==> src/gsvsnr_pkg.sv <==
package gsvsnr_pkg;

    // report geometry
    localparam int SNRS_PER_REPORT = 4;
    localparam int SNR_FIELDS      = 4;
    localparam int SNR_W           = 7;
    localparam int LEVEL_W         = 4;
    localparam int HOLDOFF_W       = 8;
    localparam int MISS_W          = 9;

    localparam logic [SNR_W-1:0]     SNR_MAX       = 7'd99;
    localparam logic [HOLDOFF_W-1:0] HOLDOFF_RESET = 8'd4;

    // reciprocal of ten for the level conversion, exact for 7-bit inputs
    localparam int DIV10_MUL   = 205;
    localparam int DIV10_SHIFT = 11;
    localparam int DIV10_W     = 15;

    // operation codes
    typedef enum logic {
        OP_REPORT = 1'b0,
        OP_READ   = 1'b1
    } op_t;

    // per-lane finding
    typedef struct packed {
        logic [SNR_W-1:0] snr;
        logic             seen;
    } lane_t;

    // strongest and second strongest snr
    typedef struct packed {
        logic [SNR_W-1:0] high;
        logic [SNR_W-1:0] low;
    } pair_t;

    // snr divided by ten
    function automatic logic [LEVEL_W-1:0] div10(input logic [SNR_W-1:0] v);
        logic [DIV10_W-1:0] prod;
        prod = DIV10_W'(v) * DIV10_W'(DIV10_MUL);
        return prod[DIV10_SHIFT +: LEVEL_W];
    endfunction

endpackage

==> src/gsvsnr_lane.sv <==
module gsvsnr_lane (
    input  logic [gsvsnr_pkg::SNR_W-1:0] snr_raw,
    output gsvsnr_pkg::lane_t            lane
);
    import gsvsnr_pkg::*;

    // saturate and flag a present satellite
    always_comb
    begin
        lane.snr  = (snr_raw > SNR_MAX) ? SNR_MAX : snr_raw;
        lane.seen = (lane.snr != '0);
    end

endmodule

==> src/gsvsnr_merge.sv <==
module gsvsnr_merge (
    input  gsvsnr_pkg::pair_t                                  pair_in,
    input  gsvsnr_pkg::lane_t [gsvsnr_pkg::SNRS_PER_REPORT-1:0] lanes,
    output gsvsnr_pkg::pair_t                                  pair_out,
    output logic                                               any_seen
);
    import gsvsnr_pkg::*;

    // fold lane values in report order into the running top two
    always_comb
    begin
        pair_t acc;
        logic  seen;
        acc  = pair_in;
        seen = 1'b0;
        for (int i = 0; i < SNRS_PER_REPORT; i++)
        begin
            if (lanes[i].snr >= acc.high)
            begin
                acc.low  = acc.high;
                acc.high = lanes[i].snr;
            end
            else if (lanes[i].snr > acc.low)
            begin
                acc.low = lanes[i].snr;
            end
            seen = seen | lanes[i].seen;
        end
        pair_out = acc;
        any_seen = seen;
    end

endmodule

==> src/gsv_snr_top_two_tracker_core.sv <==
// channel  | handshake            | payload
// ---------+----------------------+-------------------------------------------
// in       | in_valid / in_stall  | op, snr_a, snr_b, snr_c, snr_d
// out      | out_valid / out_stall| strong_level, weak_level, sats_visible
// cfg      | cfg_wr_en            | cfg_wr_data (no_sat_holdoff)
//
// one item per cycle while in_stall is low: lanes saturate each snr, and on
// a report a fold network updates the top two and the visible flag in the
// cycle of the transfer. the result appears on out in the cycle after the
// input transfer, or later while out is stalled.
// an output register plus a skid entry keep input transfers going while out
// is stalled; in_stall rises only once the skid entry is occupied.
// reset clears the summary, the flag and the miss count; holdoff resets to 4.
module gsv_snr_top_two_tracker_core (
    input  logic                               clk,
    input  logic                               rst_n,
    input  logic                               in_valid,
    output logic                               in_stall,
    input  logic                               op,
    input  logic [gsvsnr_pkg::SNR_W-1:0]       snr_a,
    input  logic [gsvsnr_pkg::SNR_W-1:0]       snr_b,
    input  logic [gsvsnr_pkg::SNR_W-1:0]       snr_c,
    input  logic [gsvsnr_pkg::SNR_W-1:0]       snr_d,
    output logic                               out_valid,
    input  logic                               out_stall,
    output logic [gsvsnr_pkg::LEVEL_W-1:0]     strong_level,
    output logic [gsvsnr_pkg::LEVEL_W-1:0]     weak_level,
    output logic                               sats_visible,
    input  logic                               cfg_wr_en,
    input  logic [gsvsnr_pkg::HOLDOFF_W-1:0]   cfg_wr_data
);
    import gsvsnr_pkg::*;

    typedef struct packed {
        logic [LEVEL_W-1:0] high_lvl;
        logic [LEVEL_W-1:0] low_lvl;
        logic               visible;
    } result_t;

    logic [HOLDOFF_W-1:0] holdoff_reg;
    pair_t                pair_reg, pair_next;
    logic                 visible_reg, visible_next;
    logic [MISS_W-1:0]    miss_reg, miss_next;
    logic                 out_valid_reg, out_valid_next;
    logic                 skid_valid_reg, skid_valid_next;
    result_t              out_data_reg, out_data_next;
    result_t              skid_data_reg, skid_data_next;

    logic [SNR_W-1:0]           field_snr [SNR_FIELDS];
    lane_t [SNRS_PER_REPORT-1:0] lanes;
    pair_t                      fold_pair;
    logic                       fold_seen;
    logic                       in_xfer;
    logic                       out_load;
    result_t                    result;

    assign field_snr[0] = snr_a;
    assign field_snr[1] = snr_b;
    assign field_snr[2] = snr_c;
    assign field_snr[3] = snr_d;

    // one lane per snr slot, slots beyond the fields are absent
    for (genvar g = 0; g < SNRS_PER_REPORT; g++)
    begin : g_lane
        if (g < SNR_FIELDS)
        begin : g_field
            gsvsnr_lane u_lane (
                .snr_raw (field_snr[g]),
                .lane    (lanes[g])
            );
        end
        else
        begin : g_absent
            gsvsnr_lane u_lane (
                .snr_raw ('0),
                .lane    (lanes[g])
            );
        end
    end

    gsvsnr_merge u_merge (
        .pair_in  (pair_reg),
        .lanes    (lanes),
        .pair_out (fold_pair),
        .any_seen (fold_seen)
    );

    assign in_xfer = in_valid && !in_stall;

    // next tracker state and the result of this item
    always_comb
    begin
        pair_next    = pair_reg;
        visible_next = visible_reg;
        miss_next    = miss_reg;
        if (op_t'(op) == OP_READ)
        begin
            pair_next = '0;
        end
        else
        begin
            pair_next = fold_pair;
            if (fold_seen)
            begin
                visible_next = 1'b1;
                miss_next    = '0;
            end
            else if (visible_reg)
            begin
                if (miss_reg > MISS_W'(holdoff_reg))
                    visible_next = 1'b0;
                else
                    miss_next = miss_reg + MISS_W'(1);
            end
        end
        if (op_t'(op) == OP_READ)
        begin
            result.high_lvl = div10(pair_reg.high);
            result.low_lvl  = div10(pair_reg.low);
        end
        else
        begin
            result.high_lvl = '0;
            result.low_lvl  = '0;
        end
        result.visible = visible_next;
    end

    // output register with one skid entry
    always_comb
    begin
        out_load        = !out_valid_reg || !out_stall;
        out_valid_next  = out_valid_reg;
        skid_valid_next = skid_valid_reg;
        out_data_next   = out_data_reg;
        skid_data_next  = skid_data_reg;
        if (out_load)
        begin
            if (skid_valid_reg)
            begin
                out_data_next   = skid_data_reg;
                out_valid_next  = 1'b1;
                skid_valid_next = 1'b0;
            end
            else if (in_xfer)
            begin
                out_data_next  = result;
                out_valid_next = 1'b1;
            end
            else
            begin
                out_valid_next = 1'b0;
            end
        end
        else if (in_xfer)
        begin
            skid_data_next  = result;
            skid_valid_next = 1'b1;
        end
    end

    // control and tracker state
    always_ff @(posedge clk or negedge rst_n)
    begin
        if (!rst_n)
        begin
            holdoff_reg    <= HOLDOFF_RESET;
            pair_reg       <= '0;
            visible_reg    <= 1'b0;
            miss_reg       <= '0;
            out_valid_reg  <= 1'b0;
            skid_valid_reg <= 1'b0;
        end
        else
        begin
            if (cfg_wr_en)
                holdoff_reg <= cfg_wr_data;
            if (in_xfer)
            begin
                pair_reg    <= pair_next;
                visible_reg <= visible_next;
                miss_reg    <= miss_next;
            end
            out_valid_reg  <= out_valid_next;
            skid_valid_reg <= skid_valid_next;
        end
    end

    // result payload
    always_ff @(posedge clk)
    begin
        out_data_reg  <= out_data_next;
        skid_data_reg <= skid_data_next;
    end

    assign in_stall     = skid_valid_reg;
    assign out_valid    = out_valid_reg;
    assign strong_level = out_data_reg.high_lvl;
    assign weak_level   = out_data_reg.low_lvl;
    assign sats_visible = out_data_reg.visible;

endmodule

==> config.mk <==
export PLATFORM = sky130hd
export DESIGN_NAME = gsv_snr_top_two_tracker_core
export DESIGN_NICKNAME = d
export VERILOG_FILES = /design/src/gsvsnr_pkg.sv /design/src/gsvsnr_lane.sv /design/src/gsvsnr_merge.sv /design/src/gsv_snr_top_two_tracker_core.sv
export SDC_FILE = /design/constraint.sdc
export NUM_CORES = 1
export LEC_CHECK = 0
export BUFFER_PORTS_ARGS = -buffer_cell sky130_fd_sc_hd__buf_2
export CAP_MARGIN = 5
export CELL_PAD_IN_SITES_DETAIL_PLACEMENT = 1
export CELL_PAD_IN_SITES_GLOBAL_PLACEMENT = 1
export CORE_MARGIN = 2
export CORE_UTILIZATION = 28
export DETAILED_ROUTE_END_ITERATION = 12
export PLACE_DENSITY = 0.62
export SETUP_SLACK_MARGIN = 0.2
export SLEW_MARGIN = 10
export SYNTH_ARGS = -nofsm -noshare
export SYNTH_HDL_FRONTEND = slang
export SYNTH_SLANG_ARGS = --single-unit
==> constraint.sdc <==
create_clock -name clk -period 9.7 [get_ports clk]
set_input_delay 1.94 -clock clk [delete_from_list [all_inputs] [get_ports clk]]
set_output_delay 1.94 -clock clk [all_outputs]
set_load 0.02 [all_outputs]
==> impl_metrics.tcl, run 1 <==
set metrics [dict create \
    period_share_pct 93.2 \
    cap_violations 0 \
    drv_slew 0 \
    synth_area_leaders "ha_1 (25%), dfrtp_1 (12%), edfxtp_1 (8.1%)" \
    root_buffer "clkbuf_16" \
    place_congestion 0.904 \
    final_util_pct 32.5 \
    ys_types 68 \
    fin_cells 1160 \
    synth_edf_count 18 \
    vias_per_cell 5.27 \
    max_freq_mhz 111 \
    crit_path_start_kind "input port" \
    place_inst 1150 \
    placed_area_mm2 0.00745 \
    total_power_mw 2.78 \
    cp.required_ns 9.88 \
    grt_pass1_vias 6296 \
    synth_cells 779 \
    rsz0062_at_grt "false" \
    numPortBuffers 52 \
    dp_slack_ns 0.133 \
    synth_area_mm2 0.00667 \
    finalNetCount 1031 \
    crit_type "input port to flop" \
    antenna_found_initial 0 \
    synth_top_family_by_area "adder cells" \
    synth.area.mux_share_pct 3.25 \
    tns_ns 0 \
    dpl.hpwl_um 17300 \
    setup_viol 0 \
    synth_ff_type "dfrtp_1" \
    cts_tree "yes" \
    hold_class "flop to flop" \
    htree_num_levels 2 \
    clk_pin_slew_worst_paths_ns 0.07 \
    fin_crit_ns 9.04 \
    outcome "complete, no violations" \
    chipHeight_um 158 \
    crit_slowest_cell "a211o_2" \
    die_w_um 158 \
    io_pins 53 \
    synthXorXnorAreaFrac_pct 0.788 \
    path_max_fanout 12 \
    synth_adder_area_share_pct 29.8 \
    drive_gt1_share_pct 15.9 \
    largest_reg_flops 14 \
    rows 56 \
    core_mm2 0.0234 \
    grt_overflow 0 \
    yosys.area_share.simple_pct 16.8 \
    post_drt_wl_per_cell_um 18.1 \
    cp.arrival_ns 9.21 \
    power.density_mw_per_mm2 366 \
    grt_max_degree 35 \
    drt_wl_total_um 21000 \
    cts_made_buffers 5 \
    clk_latency_ns 0.29 \
    antenna_left 0 \
    end_kind "flop" \
    worst_hold_slack_ns 0.511 \
    area_growth_pct 14.1 \
    synth_seq_cells 52 \
    fin_worst_skew_ns 0.00493 \
    reg2regPathDepth 31 \
    async_flop_share_pct 65.4 \
    first_iter_violations 214 \
    detailedRoute.firstPassIterationCount 4 \
    layout_commonest_cell "ha_1" \
    holdBufCountCts 0 \
    synth_area_per_cell_um2 8.56 \
    power_leakage_nw 3.74 \
    yosysWarnings 0 \
    layout_common_cells "ha_1 (133), inv_1 (79), nand2_1 (68)" \
    ir_worst_vdd_uv 208 \
    cts.sinks 52 \
    gr-usage-all-layers_pct 17.4 \
    hold_viol 0 \
    initial_core_util_pct 28.5 \
    diodes 0 \
    cp_common_cell "buf_4" \
    synth_compound_area_share_pct 21.9 \
    relSlewSlack_pct 41.2 \
    tightest_slew_ns 0.878 \
    seq_area_frac_synth_pct 20.9 \
    setup_ws_ns 0.663 \
    die-area_mm2 0.0251 \
    synth_area_leader_cell "ha_1" \
    grt_pass1_wl_um 34200 \
    yosysTopAreaCellShare_pct 25.0 \
    clk_path_buf_depth 2 \
    holdPathStages 2 \
    synth_fp_nets 970 \
    worst_path_largest_cell_delay_ns 0.43 \
    post-route-drc-count 0 \
    vias 6114 \
    final_area_mm2 0.00761 \
]
## final cells by class
cell class,count,area (um2)
fill,2841,15800
multi-input combinational,615,4840
sequential,52,1390
timing repair buffer,87,536
tap,319,399
inverter,79,297
clock buffer,5,125
clock inverter,3,18.8
## cell usage after synthesis, types with 4 or more instances
library cell / n
nor2_1: 46
a31oi_1: 12
inv_1: 79
and2_1: 10
fa_1: 16
o21a_1: 5
or2_2: 13
a21o_1: 15
o311ai_0: 4
nand3_1: 24
ha_1: 133
o311a_1: 5
a211oi_1: 7
mux2i_1: 7
edfxtp_1: 18
xor2_1: 4
nand2b_1: 6
o211ai_1: 12
nor4_1: 4
mux2_2: 11
o21ai_0: 49
nand4_1: 14
a22oi_1: 4
nor3_1: 12
o31ai_1: 5
nand2_1: 68
a21boi_0: 8
nor2b_1: 7
a22o_1: 8
dfrtp_1: 33
or3_1: 5
a21oi_1: 44
a221oi_1: 11
clkbuf_1: 26
## cells by family after synthesis
group,count (synthesis)
AOI/OAI and AO/OA,216
xor gates and xnor gates,6
adders and majority gates,149
buffers and inverters,112
DFF,52
muxes,19
and+or+nand+nor,225
## critical path, delay by kind of cell
| kind | cells | cell delay (ns) |
|---|---|---|
| AOI/OAI and AO/OA | 14 | 3.62 |
| buffers and inverters | 10 | 1.71 |
| adders and majority gates | 4 | 0.95 |
| and+or+nand+nor | 5 | 0.87 |
| muxes | 1 | 0.09 |
## where the power goes
part	internal (mW)	switching, mW
registers	0.274	0.0740
logic	0.949	1.31
clock network	0.0953	0.0808
## path summary, 6_finish.rpt
kind	from	endpoint	slack [ns]
max reg2reg	pair_reg[12]	pair_reg[7]	2.11
min in group asynchronous	rst_n	in_stall	1.74
max in group asynchronous	rst_n	pair_reg[10]	7.43
min	holdoff_reg[2]	holdoff_reg[2]	0.51
min reg2reg	holdoff_reg[2]	holdoff_reg[2]	0.51
max	snr_a[4]	pair_reg[7]	0.66
## metal layers
| metal | wire [um] | track usage [%] |
|---|---|---|
| met5 | 0 | 0 |
| met4 | 290 | 3.09 |
| met2 | 9780 | 30.0 |
| met3 | 926 | 1.74 |
| met1 | 10000 | 23.8 |
## repair_timing
item,4_1_cts,5_1_grt
endpoints found under the setup margin,0,14
resized for setup,0,6
buffers inserted,0,2
(Power assumes the default switching activity.)
==> run 2: changes to the inputs <==
--- a/config.mk
+++ b/config.mk
@@ -5,7 +5,7 @@
 export SDC_FILE = /design/constraint.sdc
 export NUM_CORES = 1
 export LEC_CHECK = 0
-export BUFFER_PORTS_ARGS = -buffer_cell sky130_fd_sc_hd__buf_2
+export BUFFER_PORTS_ARGS = -buffer_cell sky130_fd_sc_hd__clkbuf_2
 export CAP_MARGIN = 5
 export CELL_PAD_IN_SITES_DETAIL_PLACEMENT = 1
 export CELL_PAD_IN_SITES_GLOBAL_PLACEMENT = 1
==> impl_metrics.tcl, run 2 (synthesis gave the netlist of run 1 again) <==
set metrics [dict create \
    outcome "complete, no violations" \
    gr-usage-all-layers_pct 17.1 \
    rrSetupSlack_ns 2.22 \
    die_w_um 158 \
    clk_latency_ns 0.29 \
    grt_max_degree 35 \
    final_area_mm2 0.00763 \
    layout_commonest_cell "ha_1" \
    post_drt_wl_per_cell_um 18.4 \
    numPortBuffers 52 \
    layout_common_cells "ha_1 (133), inv_1 (79), nand2_1 (68)" \
    root_buffer "clkbuf_16" \
    place_congestion 0.926 \
    area_growth_pct 14.5 \
    cts.sinks 52 \
    final_util_pct 32.6 \
    crit_slowest_cell "a211o_2" \
    grt_pass1_wl_um 33400 \
    crit_path_start_kind "input port" \
    power_leakage_nw 3.75 \
    total_power_mw 2.82 \
    antenna_found_initial 1 \
    relSlewSlack_pct 32.4 \
    dpl.hpwl_um 17500 \
    clk_path_buf_depth 2 \
    cap_violations 0 \
    ir_worst_vdd_uv 138 \
    cts_made_buffers 5 \
    vias 6094 \
    path_buf_inv 5 \
    setup_viol 0 \
    htree_num_levels 2 \
    finalNetCount 1027 \
    grt_pass1_vias 6097 \
    hold_class "flop to flop" \
    hold_viol 0 \
    drt_wl_total_um 21200 \
    core_mm2 0.0234 \
    clk_pin_slew_worst_paths_ns 0.07 \
    power.density_mw_per_mm2 369 \
    chipHeight_um 158 \
    rows 56 \
    period_share_pct 92.5 \
    critPathTopFamily "compound AO/OA/AOI/OAI gates" \
    diodes 0 \
    placed_area_mm2 0.00744 \
    cts_tree "yes" \
    crit_type "input port to flop" \
    holdBufCountCts 0 \
    drive_gt1_share_pct 16.1 \
    vias_per_cell 5.27 \
    nFillCells 2874 \
    cts_setup_buffers 0 \
    fin_worst_skew_ns 0.00561 \
    initial_core_util_pct 28.5 \
    end_kind "flop" \
    hp-start "holdoff_reg[2]" \
    antenna_left 0 \
    reg2regPathDepth 30 \
    rsz0062_at_grt "false" \
    grt_overflow 0 \
    crit-reg2reg-launch "pair_reg[12]" \
    die-area_mm2 0.0251 \
    cp.required_ns 9.89 \
    cp.arrival_ns 9.16 \
    drv_slew 0 \
    path_max_fanout 10 \
    hold_end "holdoff_reg[2]" \
    max_freq_mhz 111 \
    post-route-drc-count 0 \
    fin_crit_ns 8.97 \
    worst_path_largest_cell_delay_ns 0.44 \
    detailedRoute.firstPassIterationCount 5 \
    first_iter_violations 315 \
    worst_hold_slack_ns 0.512 \
    cp_common_cell "ha_1" \
    largest_reg_flops 14 \
    io_pins 53 \
    rr_endpoint "pair_reg[0]" \
    tightest_slew_ns 1.01 \
    holdPathStages 2 \
    tns_ns 0 \
]
## run 2: cell count changes in the layout (fill, tap and decap cells not counted), sizes merged
cell,previous run,this run
clkinv,3,0
inv,79,80
buf,87,31
clkbuf,5,59
## run 2: final cells by class
class	count	area [um2]	area share, %
sequential	52	1390	18.2
inverter	79	297	3.88
clock inverter	1	6.26	0.0820
clock buffer	7	143	1.87
timing repair buffer	83	518	6.79
tap	319	399	5.23
multi-input combinational	615	4880	63.9
## run 2: worst reg2reg max path, delay by kind of cell (launching register included)
| family | cells | cell delay (ns) |
|---|---|---|
| and+or+nand+nor | 6 | 1.08 |
| adders and majority gates | 4 | 1.18 |
| AOI/OAI and AO/OA | 16 | 3.75 |
| DFF | 1 | 0.60 |
| buffers and inverters | 4 | 0.76 |
## run 2: routing by layer
metal	global-route usage, %	vias up	share of wire (%)
li1	-	2960	-
met1	24.5	2967	49
met2	28.7	148	46
met3	1.20	17	4.6
met4	2.62	2	0.88
met5	0	-	0.061
## run 2: what timing repair did
action	4_1_cts	5_1_grt
pin swaps	0	0
endpoints found under the setup margin	1	7
gates resized for setup	1	13
## run 2: worst max path at each step
| stage | slack, ns | cells after the start | end | from |
|---|---|---|---|---|
| after floorplan | 0.84 | 33 | pair_reg[4] | snr_a[4] |
| after global placement | 0.02 | 33 | pair_reg[1] | snr_a[4] |
| after detailed placement | -0.06 | 33 | pair_reg[1] | snr_a[4] |
| after CTS | 0.33 | 33 | pair_reg[1] | snr_a[4] |
| after global routing | 0.24 | 34 | pair_reg[1] | snr_a[4] |
| final | 0.73 | 33 | pair_reg[0] | snr_a[4] |
## run 2: report_power, final
part | internal [mW] | total (mW) | switching [mW]
clock | 0.103 | 0.184 | 0.0811
sequential | 0.274 | 0.347 | 0.0730
combinational | 0.955 | 2.29 | 1.33
total | 1.33 | 2.82 | 1.49
## run 2: metrics by stage
step	instances	setup slack, ns
after floorplan	779	0.840
after global placement	1148	0.0164
after detailed placement	1148	-0.0650
after CTS	1156	0.327
after global routing	1156	0.240
final	1156	0.731
